### src/sv/stab_pkg.sv
// Package for the soft timer, alarm and event bank.
// Holds slot counts, widths, command and event codes, and the
// controller/datapath handshake structs. No dependencies.
`timescale 1ns / 1ps
`default_nettype none

package stab_pkg;

  localparam int TIMER_SLOTS = 8;
  localparam int ALARM_SLOTS = 8;
  localparam int TOPIC_SLOTS = 8;
  localparam int COUNT_WIDTH = 32;

  localparam int TIMER_AW = (TIMER_SLOTS > 1) ? $clog2(TIMER_SLOTS) : 1;
  localparam int ALARM_AW = (ALARM_SLOTS > 1) ? $clog2(ALARM_SLOTS) : 1;
  localparam int TOPIC_AW = (TOPIC_SLOTS > 1) ? $clog2(TOPIC_SLOTS) : 1;

  // The tick walk visits timer slot i and alarm slot i in the same step.
  localparam int WALK_SLOTS = (TIMER_SLOTS > ALARM_SLOTS) ? TIMER_SLOTS : ALARM_SLOTS;
  localparam int WALK_AW    = (WALK_SLOTS > 1) ? $clog2(WALK_SLOTS) : 1;

  localparam int CMD_W   = 4;
  localparam int SLOT_W  = 3;
  localparam int FIELD_W = 32;
  localparam int KIND_W  = 2;

  typedef enum logic [CMD_W-1:0] {
    CMD_TICK         = 4'd0,
    CMD_TIMER_ADD    = 4'd1,
    CMD_TIMER_REMOVE = 4'd2,
    CMD_ALARM_ADD    = 4'd3,
    CMD_ALARM_REMOVE = 4'd4,
    CMD_ALARM_COUNT  = 4'd5,
    CMD_PUBLISH      = 4'd6,
    CMD_SERVICE      = 4'd7,
    CMD_TOPIC_ADD    = 4'd8,
    CMD_TOPIC_REMOVE = 4'd9
  } cmd_t;

  typedef enum logic [KIND_W-1:0] {
    KIND_ACK   = 2'd0,
    KIND_TOPIC = 2'd1,
    KIND_ALARM = 2'd2
  } kind_t;

  typedef struct packed {
    logic               take;
    logic               tick_inc;
    logic               apply;
    logic               rd;
    logic               wr;
    logic [WALK_AW-1:0] idx;
    logic               emit_ack;
    logic               emit_topic;
    logic               emit_alarm;
  } ctrl_cmd_t;

  typedef struct packed {
    cmd_t cmd;
    logic sched_en;
    logic out_free;
    logic topic_any;
    logic topic_last;
    logic alarm_any;
  } dp_stat_t;

endpackage

`default_nettype wire

### src/sv/stab_req_if.sv
// Request channel interface: one command transaction per valid/ready handshake.
// Depends on nothing but its own field widths.
`timescale 1ns / 1ps
`default_nettype none

interface stab_req_if;
  logic        valid;
  logic        ready;
  logic [3:0]  cmd;
  logic [2:0]  slot;
  logic [31:0] count_value;
  logic [31:0] reload_value;
  logic [2:0]  topic_id;

  modport source (output valid, cmd, slot, count_value, reload_value, topic_id,
                  input ready);
  modport sink (input valid, cmd, slot, count_value, reload_value, topic_id,
                output ready);
endinterface

`default_nettype wire

### src/sv/stab_evt_if.sv
// Event channel interface: one result transaction per valid/ready handshake.
// Depends on nothing but its own field widths.
`timescale 1ns / 1ps
`default_nettype none

interface stab_evt_if;
  logic        valid;
  logic        ready;
  logic [1:0]  event_kind;
  logic [2:0]  event_id;
  logic [31:0] tick_now;
  logic        last;

  modport source (output valid, event_kind, event_id, tick_now, last, input ready);
  modport sink (input valid, event_kind, event_id, tick_now, last, output ready);
endinterface

`default_nettype wire

### src/sv/stab_ctrl.sv
// Controller state machine for the timer bank: sequences decode, the tick
// walk over the slots, service dispatch and acknowledges. Uses stab_pkg.
`timescale 1ns / 1ps
`default_nettype none

module stab_ctrl (
  input  logic                clk,
  input  logic                rst,
  input  logic                req_valid,
  output logic                req_ready,
  input  stab_pkg::dp_stat_t  stat,
  output stab_pkg::ctrl_cmd_t ctl
);
  import stab_pkg::*;

  typedef enum logic [2:0] {
    S_IDLE,
    S_DECODE,
    S_TICK_RD,
    S_TICK_WR,
    S_SERVICE,
    S_ACK
  } state_t;

  state_t             state;
  logic [WALK_AW-1:0] idx;

  always_ff @(posedge clk) begin
    if (rst) begin
      state <= S_IDLE;
      idx   <= '0;
    end else begin
      unique case (state)
        S_IDLE: begin
          if (req_valid) state <= S_DECODE;
        end
        S_DECODE: begin
          idx <= '0;
          if (stat.cmd == CMD_TICK) begin
            state <= stat.sched_en ? S_TICK_RD : S_ACK;
          end else if (stat.cmd == CMD_SERVICE) begin
            state <= S_SERVICE;
          end else begin
            state <= S_ACK;
          end
        end
        S_TICK_RD: state <= S_TICK_WR;
        S_TICK_WR: begin
          if (idx == WALK_AW'(WALK_SLOTS - 1)) begin
            state <= S_ACK;
          end else begin
            idx   <= idx + 1'b1;
            state <= S_TICK_RD;
          end
        end
        S_SERVICE: begin
          // Stay while the output is busy or further events remain to be sent.
          if (stat.out_free && (!stat.topic_any || stat.topic_last)) state <= S_IDLE;
        end
        S_ACK: begin
          if (stat.out_free) state <= S_IDLE;
        end
        default: state <= S_IDLE;
      endcase
    end
  end

  always_comb begin
    req_ready      = (state == S_IDLE);
    ctl.take       = (state == S_IDLE) && req_valid;
    ctl.tick_inc   = (state == S_DECODE) && (stat.cmd == CMD_TICK);
    ctl.apply      = (state == S_DECODE) && (stat.cmd != CMD_TICK)
                     && (stat.cmd != CMD_SERVICE);
    ctl.rd         = (state == S_TICK_RD);
    ctl.wr         = (state == S_TICK_WR);
    ctl.idx        = idx;
    ctl.emit_topic = (state == S_SERVICE) && stat.out_free && stat.topic_any;
    ctl.emit_alarm = (state == S_SERVICE) && stat.out_free && !stat.topic_any
                     && stat.alarm_any;
    ctl.emit_ack   = ((state == S_ACK) && stat.out_free)
                     || ((state == S_SERVICE) && stat.out_free && !stat.topic_any
                         && !stat.alarm_any);
  end

endmodule

`default_nettype wire

### src/sv/stab_datapath.sv
// Datapath of the timer bank: command registers, slot state, count memories,
// the tick decrement unit and the output register. Uses stab_pkg.
`timescale 1ns / 1ps
`default_nettype none

module stab_datapath (
  input  logic                clk,
  input  logic                rst,
  input  logic                cfg_write_en,
  input  logic                cfg_write_data,
  input  logic [3:0]          cmd_in,
  input  logic [2:0]          slot_in,
  input  logic [31:0]         count_in,
  input  logic [31:0]         reload_in,
  input  logic [2:0]          topic_in,
  input  stab_pkg::ctrl_cmd_t ctl,
  output stab_pkg::dp_stat_t  stat,
  input  logic                evt_ready,
  output logic                evt_valid,
  output logic [1:0]          event_kind,
  output logic [2:0]          event_id,
  output logic [31:0]         tick_now,
  output logic                last
);
  import stab_pkg::*;

  // Latched command.
  cmd_t                   cmd_q;
  logic [SLOT_W-1:0]      slot_q;
  logic [COUNT_WIDTH-1:0] cnt_q;
  logic [COUNT_WIDTH-1:0] rel_q;
  logic [SLOT_W-1:0]      topic_q;

  logic                   sched_en;
  logic [FIELD_W-1:0]     tick_counter;
  logic [TIMER_SLOTS-1:0] timer_active;
  logic [ALARM_SLOTS-1:0] alarm_active;
  logic [ALARM_SLOTS-1:0] alarm_fired;
  logic [ALARM_SLOTS-1:0] acnt_valid;
  logic [TOPIC_SLOTS-1:0] topic_reg;
  logic [TOPIC_SLOTS-1:0] topic_pend;

  logic [COUNT_WIDTH-1:0] timer_count  [TIMER_SLOTS];
  logic [COUNT_WIDTH-1:0] timer_reload [TIMER_SLOTS];
  logic [SLOT_W-1:0]      timer_target [TIMER_SLOTS];
  logic [COUNT_WIDTH-1:0] alarm_count  [ALARM_SLOTS];

  // Registered read data of the tick walk.
  logic [COUNT_WIDTH-1:0] tc_q;
  logic [COUNT_WIDTH-1:0] tr_q;
  logic [SLOT_W-1:0]      tt_q;
  logic [COUNT_WIDTH-1:0] ac_raw;
  logic                   ac_vld_q;

  logic [TIMER_AW-1:0]    ts;
  logic [ALARM_AW-1:0]    as;
  logic [TOPIC_AW-1:0]    tp;
  logic                   ts_ok;
  logic                   as_ok;
  logic                   tp_ok;
  logic [TIMER_AW-1:0]    wt;
  logic [ALARM_AW-1:0]    wa;
  logic                   wt_ok;
  logic                   wa_ok;

  logic [COUNT_WIDTH-1:0] ac_q;
  logic                   t_hit;
  logic [COUNT_WIDTH-1:0] t_new;
  logic [COUNT_WIDTH-1:0] a_new;
  logic                   tt_ok;

  logic [TOPIC_SLOTS-1:0] topic_ready;
  logic [TOPIC_SLOTS-1:0] topic_one;
  logic [TOPIC_AW-1:0]    first_topic;
  logic [ALARM_SLOTS-1:0] alarm_ready;
  logic [ALARM_AW-1:0]    first_alarm;

  always_comb begin
    ts    = TIMER_AW'(slot_q);
    as    = ALARM_AW'(slot_q);
    tp    = TOPIC_AW'(topic_q);
    ts_ok = 32'(slot_q) < TIMER_SLOTS;
    as_ok = 32'(slot_q) < ALARM_SLOTS;
    tp_ok = 32'(topic_q) < TOPIC_SLOTS;
    wt    = TIMER_AW'(ctl.idx);
    wa    = ALARM_AW'(ctl.idx);
    wt_ok = 32'(ctl.idx) < TIMER_SLOTS;
    wa_ok = 32'(ctl.idx) < ALARM_SLOTS;
  end

  // A count reaching zero on this tick means it read as one.
  always_comb begin
    ac_q  = ac_vld_q ? ac_raw : '0;
    t_hit = (tc_q == COUNT_WIDTH'(1));
    t_new = t_hit ? tr_q : tc_q - COUNT_WIDTH'(1);
    a_new = ac_q - COUNT_WIDTH'(1);
    tt_ok = 32'(tt_q) < TOPIC_SLOTS;
  end

  // Lowest pending registered topic and lowest fired alarm.
  always_comb begin
    topic_ready = topic_reg & topic_pend;
    alarm_ready = alarm_active & alarm_fired;
    first_topic = '0;
    first_alarm = '0;
    for (int i = TOPIC_SLOTS - 1; i >= 0; i--) begin
      if (topic_ready[i]) first_topic = TOPIC_AW'(i);
    end
    for (int i = ALARM_SLOTS - 1; i >= 0; i--) begin
      if (alarm_ready[i]) first_alarm = ALARM_AW'(i);
    end
    topic_one = '0;
    topic_one[first_topic] = 1'b1;
  end

  always_comb begin
    stat.cmd        = cmd_q;
    stat.sched_en   = sched_en;
    stat.out_free   = !evt_valid || evt_ready;
    stat.topic_any  = |topic_ready;
    stat.alarm_any  = |alarm_ready;
    stat.topic_last = ((topic_ready & ~topic_one) == '0) && !(|alarm_ready);
  end

  always_ff @(posedge clk) begin
    if (ctl.take) begin
      cmd_q   <= cmd_t'(cmd_in);
      slot_q  <= slot_in;
      cnt_q   <= COUNT_WIDTH'(count_in);
      rel_q   <= COUNT_WIDTH'(reload_in);
      topic_q <= topic_in;
    end
  end

  always_ff @(posedge clk) begin
    if (rst) begin
      sched_en     <= 1'b0;
      tick_counter <= '0;
      timer_active <= '0;
      alarm_active <= '0;
      alarm_fired  <= '0;
      acnt_valid   <= '0;
      topic_reg    <= '0;
      topic_pend   <= '0;
    end else begin
      if (cfg_write_en) sched_en <= cfg_write_data;
      if (ctl.tick_inc) tick_counter <= tick_counter + 1'b1;
      if (ctl.apply) begin
        unique case (cmd_q)
          CMD_TIMER_ADD: begin
            if (ts_ok && !timer_active[ts]) timer_active[ts] <= 1'b1;
          end
          CMD_TIMER_REMOVE: begin
            if (ts_ok) timer_active[ts] <= 1'b0;
          end
          CMD_ALARM_ADD: begin
            if (as_ok) alarm_active[as] <= 1'b1;
          end
          CMD_ALARM_REMOVE: begin
            if (as_ok) begin
              alarm_active[as] <= 1'b0;
              alarm_fired[as]  <= 1'b0;
            end
          end
          CMD_ALARM_COUNT: begin
            if (as_ok) acnt_valid[as] <= 1'b1;
          end
          CMD_PUBLISH: begin
            if (tp_ok) topic_pend[tp] <= 1'b1;
          end
          CMD_TOPIC_ADD: begin
            if (tp_ok) topic_reg[tp] <= 1'b1;
          end
          CMD_TOPIC_REMOVE: begin
            if (tp_ok) topic_reg[tp] <= 1'b0;
          end
          default: begin
          end
        endcase
      end
      if (ctl.wr) begin
        if (wa_ok && alarm_active[wa]) begin
          acnt_valid[wa] <= 1'b1;
          if (ac_q == COUNT_WIDTH'(1)) alarm_fired[wa] <= 1'b1;
        end
        if (wt_ok && timer_active[wt] && t_hit && tt_ok) begin
          topic_pend[TOPIC_AW'(tt_q)] <= 1'b1;
        end
      end
      if (ctl.emit_topic) topic_pend[first_topic] <= 1'b0;
      if (ctl.emit_alarm) begin
        alarm_active[first_alarm] <= 1'b0;
        alarm_fired[first_alarm]  <= 1'b0;
      end
    end
  end

  // Timer memories: written by a timer add or by the tick walk.
  always_ff @(posedge clk) begin
    if (ctl.apply && (cmd_q == CMD_TIMER_ADD) && ts_ok && !timer_active[ts]) begin
      timer_count[ts]  <= cnt_q;
      timer_reload[ts] <= rel_q;
      timer_target[ts] <= topic_q;
    end else if (ctl.wr && wt_ok && timer_active[wt]) begin
      timer_count[wt] <= t_new;
    end
    if (ctl.rd) begin
      tc_q <= timer_count[wt];
      tr_q <= timer_reload[wt];
      tt_q <= timer_target[wt];
    end
  end

  // Alarm count memory; entries never written read as zero.
  always_ff @(posedge clk) begin
    if (ctl.apply && (cmd_q == CMD_ALARM_COUNT) && as_ok) begin
      alarm_count[as] <= cnt_q;
    end else if (ctl.wr && wa_ok && alarm_active[wa]) begin
      alarm_count[wa] <= a_new;
    end
    if (ctl.rd) begin
      ac_raw   <= alarm_count[wa];
      ac_vld_q <= acnt_valid[wa];
    end
  end

  // Output register: holds one result until the consumer takes it.
  always_ff @(posedge clk) begin
    if (rst) begin
      evt_valid <= 1'b0;
    end else if (ctl.emit_ack || ctl.emit_topic || ctl.emit_alarm) begin
      evt_valid <= 1'b1;
    end else if (evt_ready) begin
      evt_valid <= 1'b0;
    end
  end

  always_ff @(posedge clk) begin
    if (ctl.emit_topic) begin
      event_kind <= KIND_TOPIC;
      event_id   <= SLOT_W'(first_topic);
      tick_now   <= tick_counter;
      last       <= stat.topic_last;
    end else if (ctl.emit_alarm) begin
      event_kind <= KIND_ALARM;
      event_id   <= SLOT_W'(first_alarm);
      tick_now   <= tick_counter;
      last       <= 1'b1;
    end else if (ctl.emit_ack) begin
      event_kind <= KIND_ACK;
      event_id   <= '0;
      tick_now   <= tick_counter;
      last       <= 1'b1;
    end
  end

endmodule

`default_nettype wire

### src/sv/soft_timer_alarm_event_bank_top.sv
// Top level of the soft timer, alarm and event bank.
// Depends on stab_pkg, stab_req_if, stab_evt_if, stab_ctrl and stab_datapath.
//
//   Channel   Direction  Handshake            Carries
//   req       in         valid/ready          cmd, slot, count_value, reload_value, topic_id
//   evt       out        valid/ready          event_kind, event_id, tick_now, last
//   cfg       in         cfg_write_en only    schedule_enable (cfg_write_data)
//
// A command is decoded and then acknowledged; a tick with scheduling enabled walks all
// WALK_SLOTS slot positions, reading and writing back one timer and one alarm slot at a
// time through the count memories, before its acknowledge. A service sends up to nine
// results (ready topics, then one fired alarm), stalling while the consumer is not ready.
// Reset is synchronous; no clearing pass: alarm counts carry valid bits.
// The output register lets the next command be accepted while a result waits.
`timescale 1ns / 1ps
`default_nettype none

module soft_timer_alarm_event_bank_top (
  input  logic             clk,
  input  logic             rst,
  input  logic             cfg_write_en,
  input  logic             cfg_write_data,
  stab_req_if.sink         req,
  stab_evt_if.source       evt
);
  import stab_pkg::*;

  ctrl_cmd_t ctl;
  dp_stat_t  stat;

  stab_ctrl u_ctrl (
    .clk       (clk),
    .rst       (rst),
    .req_valid (req.valid),
    .req_ready (req.ready),
    .stat      (stat),
    .ctl       (ctl)
  );

  stab_datapath u_dp (
    .clk            (clk),
    .rst            (rst),
    .cfg_write_en   (cfg_write_en),
    .cfg_write_data (cfg_write_data),
    .cmd_in         (req.cmd),
    .slot_in        (req.slot),
    .count_in       (req.count_value),
    .reload_in      (req.reload_value),
    .topic_in       (req.topic_id),
    .ctl            (ctl),
    .stat           (stat),
    .evt_ready      (evt.ready),
    .evt_valid      (evt.valid),
    .event_kind     (evt.event_kind),
    .event_id       (evt.event_id),
    .tick_now       (evt.tick_now),
    .last           (evt.last)
  );

endmodule

`default_nettype wire

### src/flat_wrapper.sv
// flat-port wrapper written by rule: the top's interface ports become plain ports
module soft_timer_alarm_event_bank_top_flat import stab_pkg::*;
  (clk, rst, cfg_write_en, cfg_write_data, req_valid, req_cmd, req_slot, req_count_value, req_reload_value, req_topic_id, req_ready, evt_valid, evt_event_kind, evt_event_id, evt_tick_now, evt_last, evt_ready);
  stab_req_if req_i ();
  stab_evt_if evt_i ();
  input  logic clk;
  input  logic rst;
  input  logic cfg_write_en;
  input  logic cfg_write_data;
  input wire logic [$bits(req_i.valid)-1:0] req_valid;
  input wire logic [$bits(req_i.cmd)-1:0] req_cmd;
  input wire logic [$bits(req_i.slot)-1:0] req_slot;
  input wire logic [$bits(req_i.count_value)-1:0] req_count_value;
  input wire logic [$bits(req_i.reload_value)-1:0] req_reload_value;
  input wire logic [$bits(req_i.topic_id)-1:0] req_topic_id;
  output wire logic [$bits(req_i.ready)-1:0] req_ready;
  output wire logic [$bits(evt_i.valid)-1:0] evt_valid;
  output wire logic [$bits(evt_i.event_kind)-1:0] evt_event_kind;
  output wire logic [$bits(evt_i.event_id)-1:0] evt_event_id;
  output wire logic [$bits(evt_i.tick_now)-1:0] evt_tick_now;
  output wire logic [$bits(evt_i.last)-1:0] evt_last;
  input wire logic [$bits(evt_i.ready)-1:0] evt_ready;
  assign req_i.valid = req_valid;
  assign req_i.cmd = req_cmd;
  assign req_i.slot = req_slot;
  assign req_i.count_value = req_count_value;
  assign req_i.reload_value = req_reload_value;
  assign req_i.topic_id = req_topic_id;
  assign req_ready = req_i.ready;
  assign evt_valid = evt_i.valid;
  assign evt_event_kind = evt_i.event_kind;
  assign evt_event_id = evt_i.event_id;
  assign evt_tick_now = evt_i.tick_now;
  assign evt_last = evt_i.last;
  assign evt_i.ready = evt_ready;
  soft_timer_alarm_event_bank_top u_core (.clk(clk), .rst(rst), .cfg_write_en(cfg_write_en), .cfg_write_data(cfg_write_data), .req(req_i), .evt(evt_i));
endmodule
### config.mk
export PLATFORM = sky130hd
export DESIGN_NAME = soft_timer_alarm_event_bank_top_flat
export DESIGN_NICKNAME = d
export VERILOG_FILES = /design/src/sv/stab_pkg.sv /design/src/sv/stab_req_if.sv /design/src/sv/stab_evt_if.sv /design/src/sv/stab_ctrl.sv /design/src/sv/stab_datapath.sv /design/src/sv/soft_timer_alarm_event_bank_top.sv /design/src/flat_wrapper.sv
export SDC_FILE = /design/constraint.sdc
export NUM_CORES = 1
export LEC_CHECK = 0
export BUFFER_PORTS_ARGS = -buffer_cell sky130_fd_sc_hd__buf_2
export CELL_PAD_IN_SITES_DETAIL_PLACEMENT = 0
export CELL_PAD_IN_SITES_GLOBAL_PLACEMENT = 1
export CORE_MARGIN = 1
export CORE_UTILIZATION = 53
export CTS_CLUSTER_DIAMETER = 120
export DETAILED_ROUTE_END_ITERATION = 6
export GPL_ROUTABILITY_DRIVEN = 0
export HOLD_SLACK_MARGIN = 0.05
export MAX_ROUTING_LAYER = met4
export PLACE_DENSITY_LB_ADDON = 0.1
export SETUP_SLACK_MARGIN = 0.05
export SLEW_MARGIN = 20
export SYNTH_ARGS = -nofsm -noshare
export SYNTH_HDL_FRONTEND = slang
export SYNTH_SLANG_ARGS = --single-unit
### constraint.sdc
create_clock -name clk -period 9.56 [get_ports clk]
set_input_delay 0.478 -clock clk [delete_from_list [all_inputs] [get_ports clk]]
set_output_delay 0.478 -clock clk [all_outputs]
set_load 0.02 [all_outputs]
=== After elaboration in Yosys (flattened, before gate mapping) ===
Memories as Yosys holds them, arrays and structs flattened. A register that Yosys moved wholly into a read port is not among the register bits.
Cells that the tools add are included.

* Equal/unequal tests: 23
* Bitwise operators: 22
* Shift-type cells: 0
* $mul: 0
* Div/mod/pow operators: 0
* Magnitude comparators: 12
* Add/sub/neg operators: 4
* Reductions and logical operators: 51
* Muxes and demuxes: 104

{| class="wikitable"
|+ Operators with widths
! operator !! number
|-
| $mux W32 || 7
|-
| $mux W8 || 24
|-
| $mux W3 || 28
|-
| $and A8 B8 Y8 || 10
|-
| $eq A32 B1 Y1 const B || 2
|-
| $or A8 B8 Y8 || 8
|-
| $reduce_or A32 Y1 || 2
|-
| $sub A32 B1 Y32 const B || 2
|-
| $pmux W8 S2 || 3
|-
| $add A32 B1 Y32 const B || 1
|-
| $not A8 Y8 || 4
|-
| $mux W1 || 28
|-
| $logic_and A1 B1 Y1 || 24
|-
| $lt A3 B4 Y1 const B || 6
|-
| $demux W1 S3 || 6
|-
| $ge A3 B1 Y1 const B || 6
|-
| $pmux W3 S6 || 1
|-
| $eq A4 B3 Y1 const B || 4
|-
| $reduce_or A8 Y1 || 2
|-
| $bmux W1 S3 || 4
|-
| $ne A2 B2 Y1 const B || 5
|-
| $reduce_bool A2 Y1 || 5
|-
| $eq A3 B3 Y1 const B || 3
|-
| $eq A4 B2 Y1 const B || 2
|-
| 17 further kinds || 29
|}

* Memories: 4
* Word-level logic and storage cells: 241
* ROM bits: 0
* Bits of input ports: 80
* Register bits after elaboration: 201
* Latch bits: 0
* Memory bits (writable): 792

{| class="wikitable"
|+ Memory list
! name !! depth !! width !! rd ports !! clocked after Yosys merged registers in !! wr ports !! line !! source
|-
| u_core.u_dp.alarm_count || 8 || 32 || 1 || 1 || 1 || stab_datapath.sv:46 || <nowiki>logic [COUNT_WIDTH-1:0] alarm_count [ALARM_SLOTS];</nowiki>
|-
| u_core.u_dp.timer_count || 8 || 32 || 1 || 1 || 1 || stab_datapath.sv:43 || <nowiki>logic [COUNT_WIDTH-1:0] timer_count [TIMER_SLOTS];</nowiki>
|-
| u_core.u_dp.timer_reload || 8 || 32 || 1 || 1 || 1 || stab_datapath.sv:44 || <nowiki>logic [COUNT_WIDTH-1:0] timer_reload [TIMER_SLOTS];</nowiki>
|-
| u_core.u_dp.timer_target || 8 || 3 || 1 || 1 || 1 || stab_datapath.sv:45 || <nowiki>logic [SLOT_W-1:0] timer_target [TIMER_SLOTS];</nowiki>
|}

=== Longest topological paths before layout ===
* Word-level depth: 21
* Gate-level depth with buffers: 11
* Gate-level depth less buffers: 7

=== Cells and area by module ===
Synthesis repeated with hierarchy kept, for this count alone.

* Cells, all modules: 2741
* Area, all modules: 42105.4 um^2

{| class="wikitable"
|+ Modules (own cells, without submodules)
! module !! area each (um^2) !! times used !! cells each
|-
| stab_datapath || 41642.4 || 1 || 2681
|-
| stab_ctrl || 462.9 || 1 || 60
|}

=== Least setup slack after synthesis ===
OpenSTA, ideal clock, no wires.

* Path type: reg-to-reg
* Start point: register u_core.u_ctrl.state[1]
* End point: register u_core.u_dp.ac_raw[0], read port of u_core.u_dp.alarm_count (enable)
* Arrival: 8.024 ns
* Slack: 0.834 ns
* Setup time: 0.702 ns
* Stages on the path, launching flop included: 4
* Path buffers: 2
* Path through: dfxtp_1 buf_2 buf_1 nor3b_1

* Longest elaborated chain between the ends: 1

{| class="wikitable"
|+ RTL lines
! element !! line !! source
|-
| start, declared || stab_ctrl.sv:25 || <nowiki>state_t state;</nowiki>
|-
| start signal, assigned || stab_ctrl.sv:40 || <nowiki>state <= stat.sched_en ? S_TICK_RD : S_ACK;</nowiki>
|-
| $eq A3 B2 Y1 || stab_ctrl.sv:74 || <nowiki>ctl.rd = (state == S_TICK_RD);</nowiki>
|-
| end, declared || stab_datapath.sv:52 || <nowiki>logic [COUNT_WIDTH-1:0] ac_raw;</nowiki>
|}

Every way passes these cells.
A chain may end at the register's enable or synchronous reset.

=== Worst setup path after layout ===
* Start point: register u_core.u_ctrl.idx[0]
* End point: memory u_core.u_dp.timer_count[4][16] (enable)

* Longest elaborated chain between the ends: 8

{| class="wikitable"
|+ RTL lines
! element !! line !! source
|-
| start, declared || stab_ctrl.sv:26 || <nowiki>logic [WALK_AW-1:0] idx;</nowiki>
|-
| start signal, assigned || stab_ctrl.sv:52 || <nowiki>idx <= idx + 1'b1;</nowiki>
|-
| $bmux W1 S3 || stab_datapath.sv:204 || <nowiki>end else if (ctl.wr && wt_ok && timer_active[wt]) begin</nowiki>
|-
| $mux W1 (not written as such) || stab_datapath.sv:204 ||
|-
| $logic_and A1 B1 Y1 || stab_datapath.sv:204 ||
|-
| $mux W1 || stab_datapath.sv:204 ||
|-
| $mux W1 || stab_datapath.sv:200 || <nowiki>if (ctl.apply && (cmd_q == CMD_TIMER_ADD) && ts_ok && !timer_active[ts]) begin</nowiki>
|-
| $mux W1 (not written as such) || stab_datapath.sv:205 || <nowiki>timer_count[wt] <= t_new;</nowiki>
|-
| $reduce_or A32 Y1 (no line) || n/a ||
|-
| $mux W3 (no line) or $mux W1 (tied branches) || n/a ||
|-
| end, declared || stab_datapath.sv:43 ||
|}

Several ways; a longest one is shown, not always the timed one. The select of a mux whose other input is x is not followed.

==> results.json <==
{
  "yosys.cell_types.count": 88,
  "cts.sink_count": 1092,
  "die_h_um": 287,
  "setup_tns_ns": 0,
  "first_iter_violations": 3100,
  "endpoint_kind": "flop",
  "whs_path_depth": 4,
  "grt_pass1_wl_um": 176000,
  "layout-drive-gt1-share": 0.151,
  "synth_top_area_frac": 0.697,
  "rsz0062_at_grt": "no",
  "timing.fmax_mhz": 210,
  "ys_seq_area_frac": 0.739,
  "cp_max_fo": 36,
  "final_max_slew_viol_count": 0,
  "cellPowerDensity_nw_per_um2": 196,
  "remaining_drc_errors": 5,
  "ant_nets": 0,
  "yosysWarnings": 0,
  "core.rowCount": 104,
  "dp_cells": 3887,
  "cts_setup_buffers": 0,
  "clk_latency_ns": 0.69,
  "antenna_found_initial": 0,
  "dieArea_um2": 82500,
  "cts_root_buf": "clkbuf_16",
  "status": "complete, but fails checks",
  "htree_levels": 3,
  "rr_worst_depth": 8,
  "slew_headroom": 0.195,
  "synth_top_area_cell": "edfxtp_1",
  "viasPerCell": 6.49,
  "ys_ff_latch": 1092,
  "tritoncts": "built",
  "fin_crit_sh": 0.497,
  "syn_area_um2": 43100,
  "max_cap_violations": 0,
  "period_needed_ns": 4.75,
  "worst-slew-pin-transition_ns": 1.20,
  "syn_to_final_growth_pct": 14.7,
  "port_buffers": 119,
  "syn_inst": 2806,
  "cts_buffers": 110,
  "violations": "DRC",
  "synth.avg_cell_area_um2": 15.4,
  "routed_wl_um": 123000,
  "fin_cells": 4175,
  "yosys-top-cells-area": "edfxtp_1 70%, dfxtp_1 4.2%, mux2i_1 2.0%",
  "synth-main-ff-cell": "edfxtp_1",
  "p_clk_frac": 0.422,
  "power_frac_comb": 0.023,
  "p_int_mw": 7.65,
  "nets": 3104,
  "utilization": 0.614,
  "cp.arrival_ns": 5.09,
  "worstPathRequired_ns": 9.90,
  "synth-edff-count": 1002,
  "start_util": 0.536,
  "core_um2": 80500,
  "leakage_nw": 15.7,
  "power_frac_seq": 0.555,
  "vias": 27100,
  "wl_per_cell_um": 29.4,
  "cts_buffer_depth": 3,
  "crit_type": "flop to flop",
  "clk_pin_slew_worst_paths_ns": 0.06,
  "ir_drop_v": 0.000157,
  "grt_usage": 0.306,
  "grt_max_degree": 84,
  "syn-num-nets": 2893,
  "setup-violations-final": 0,
  "final.setup_skew_ns": 0.0370,
  "hold_violations": 0,
  "regToRegSetupSlack_ns": 4.81,
  "min-delay-path-class": "input pin to flop",
  "switching_power_mw": 2.04,
  "start_kind": "flop",
  "hpwlAfterDp_um": 72400,
  "synthArstFlopShare": 0,
  "ioPinCount": 120,
  "grt-ovfl-total": 0,
  "grt_pass1_vias": 26300,
  "drt_pass1_iterations": 7,
  "die_x_um": 287,
  "swShare": 0.210
}
[cell usage in the layout (no fill, tap or decap), drive strengths merged, types with 15 or more instances in the layout]
cell type    instances
a21oi              101
a221oi              97
a222oi              43
a22o                23
a22oi              103
and2                17
buf                188
clkbuf             140
clkinv              60
dfxtp               90
dlygate4sd3         77
edfxtp            1002
inv                 34
mux2                34
mux2i               86
mux4                25
nand2              135
nand2b              15
nand3               76
nand4               33
nor2               160
nor2b               19
nor3                43
nor4                32
o21ai              165
o2bb2ai             27
o31ai               38
or3                 19
xnor2               25
xor2                20
[logic make-up (layout without fill, tap and decap cells)]
group / count (synthesis) / in the layout / synth area share
compound gates: 715 / 715 / 0.119
xor+xnor: 45 / 45 / 0.00913
fa+ha+maj: 7 / 7 / 0.00203
buf+inv: 198 / 505 / 0.0184
flops: 1092 / 1092 / 0.739
mux: 145 / 145 / 0.0419
other cells: 0 / 2 / 0
simple gates: 604 / 604 / 0.0702
[worst max-delay path, cell delays in order, from the launching register on]
cell	delay, ns
dfxtp_4	0.65
buf_4	0.54
buf_4	0.53
a21oi_1	0.22
a211oi_4	0.19
buf_4	0.38
nor2_1	0.30
o31ai_4	0.97
buf_4	0.45
[state kept, by name (all words and copies together), names as in the netlist, 24 cells and up, named ones only]
name                      flops
u_core.u_dp.tr_q             32
u_core.u_dp.ac_raw           32
u_core.u_dp.timer_reload    256
u_core.u_dp.tick_now         32
u_core.u_dp.cnt_q            32
u_core.u_dp.tick_counter     32
u_core.u_dp.alarm_count     256
u_core.u_dp.timer_count     256
u_core.u_dp.rel_q            32
u_core.u_dp.timer_target     24
u_core.u_dp.tc_q             32
[through the flow]
stage          power (mW)  setup WS [ns]  hold WS, ns  area (um^2)
3_3_place_gp         5.66           4.88        0.435        45200
3_5_place_dp         5.67           4.86        0.440        45200
5_1_grt              9.92           4.70        0.140        49500
6_report             9.68           4.81        0.131        49500
4_1_cts              9.73           4.83       0.0506        49400
2_1_floorplan        5.54          0.834        0.425        43100
[cell type report]
cell class,count,area [um^2]
Antenna cell,2,5.00
Clock buffer,140,2930
Clock inverter,68,512
Fill cell,5999,31100
Inverter,32,120
Multi-Input combinational cell,1516,10800
Sequential cell,1092,31900
Tap cell,1060,1330
Timing Repair Buffer,265,1910
[synth_stat cells, types with 27 or more instances]
library cell and n:
o21ai_0 164, a21oi_1 101, mux2i_1 86, nand2_1 135, nand3_1 75, nand4_1 33, a22oi_1 103, mux2_2 34
dfxtp_1 90, nor3_1 41, nor4_1 29, a222oi_1 43, clkbuf_1 114, nor2_1 160, a221oi_1 96, edfxtp_1 1002
o31ai_1 37, o2bb2ai_1 27, inv_1 30
[metal layers]
layer,global-route usage,routed length (um),vias up
met2,0.462,56700,1375
li1,-,-,11800
met4,0.116,4860,0
met5,-,0,-
met3,0.0701,11700,243
met1,0.404,49400,13700
[power groups by stage]
stage | logic, mW | clock network (mW) | registers [mW]
floorplan | 0.104 | 0 | 5.44
global placement | 0.190 | 0 | 5.47
detailed placement | 0.199 | 0 | 5.47
CTS | 0.224 | 4.13 | 5.37
global route | 0.246 | 4.30 | 5.37
finish | 0.226 | 4.08 | 5.37
[worst paths after layout]
check | startpoint | to
setup / recovery | u_core.u_ctrl.idx[0] | u_core.u_dp.timer_count[4][16]
setup reg to reg | u_core.u_ctrl.idx[0] | u_core.u_dp.timer_count[4][16]
hold / removal | evt_ready | u_core.u_dp.evt_valid
hold reg to reg | u_core.u_dp.event_kind[1] | u_core.u_dp.event_kind[1]
[repair_timing]
item,4_1_cts,5_1_grt
hold buffers,76,1
gates resized for setup,0,0
hold endpoints to repair,77,1
(Power assumes the default switching activity.)
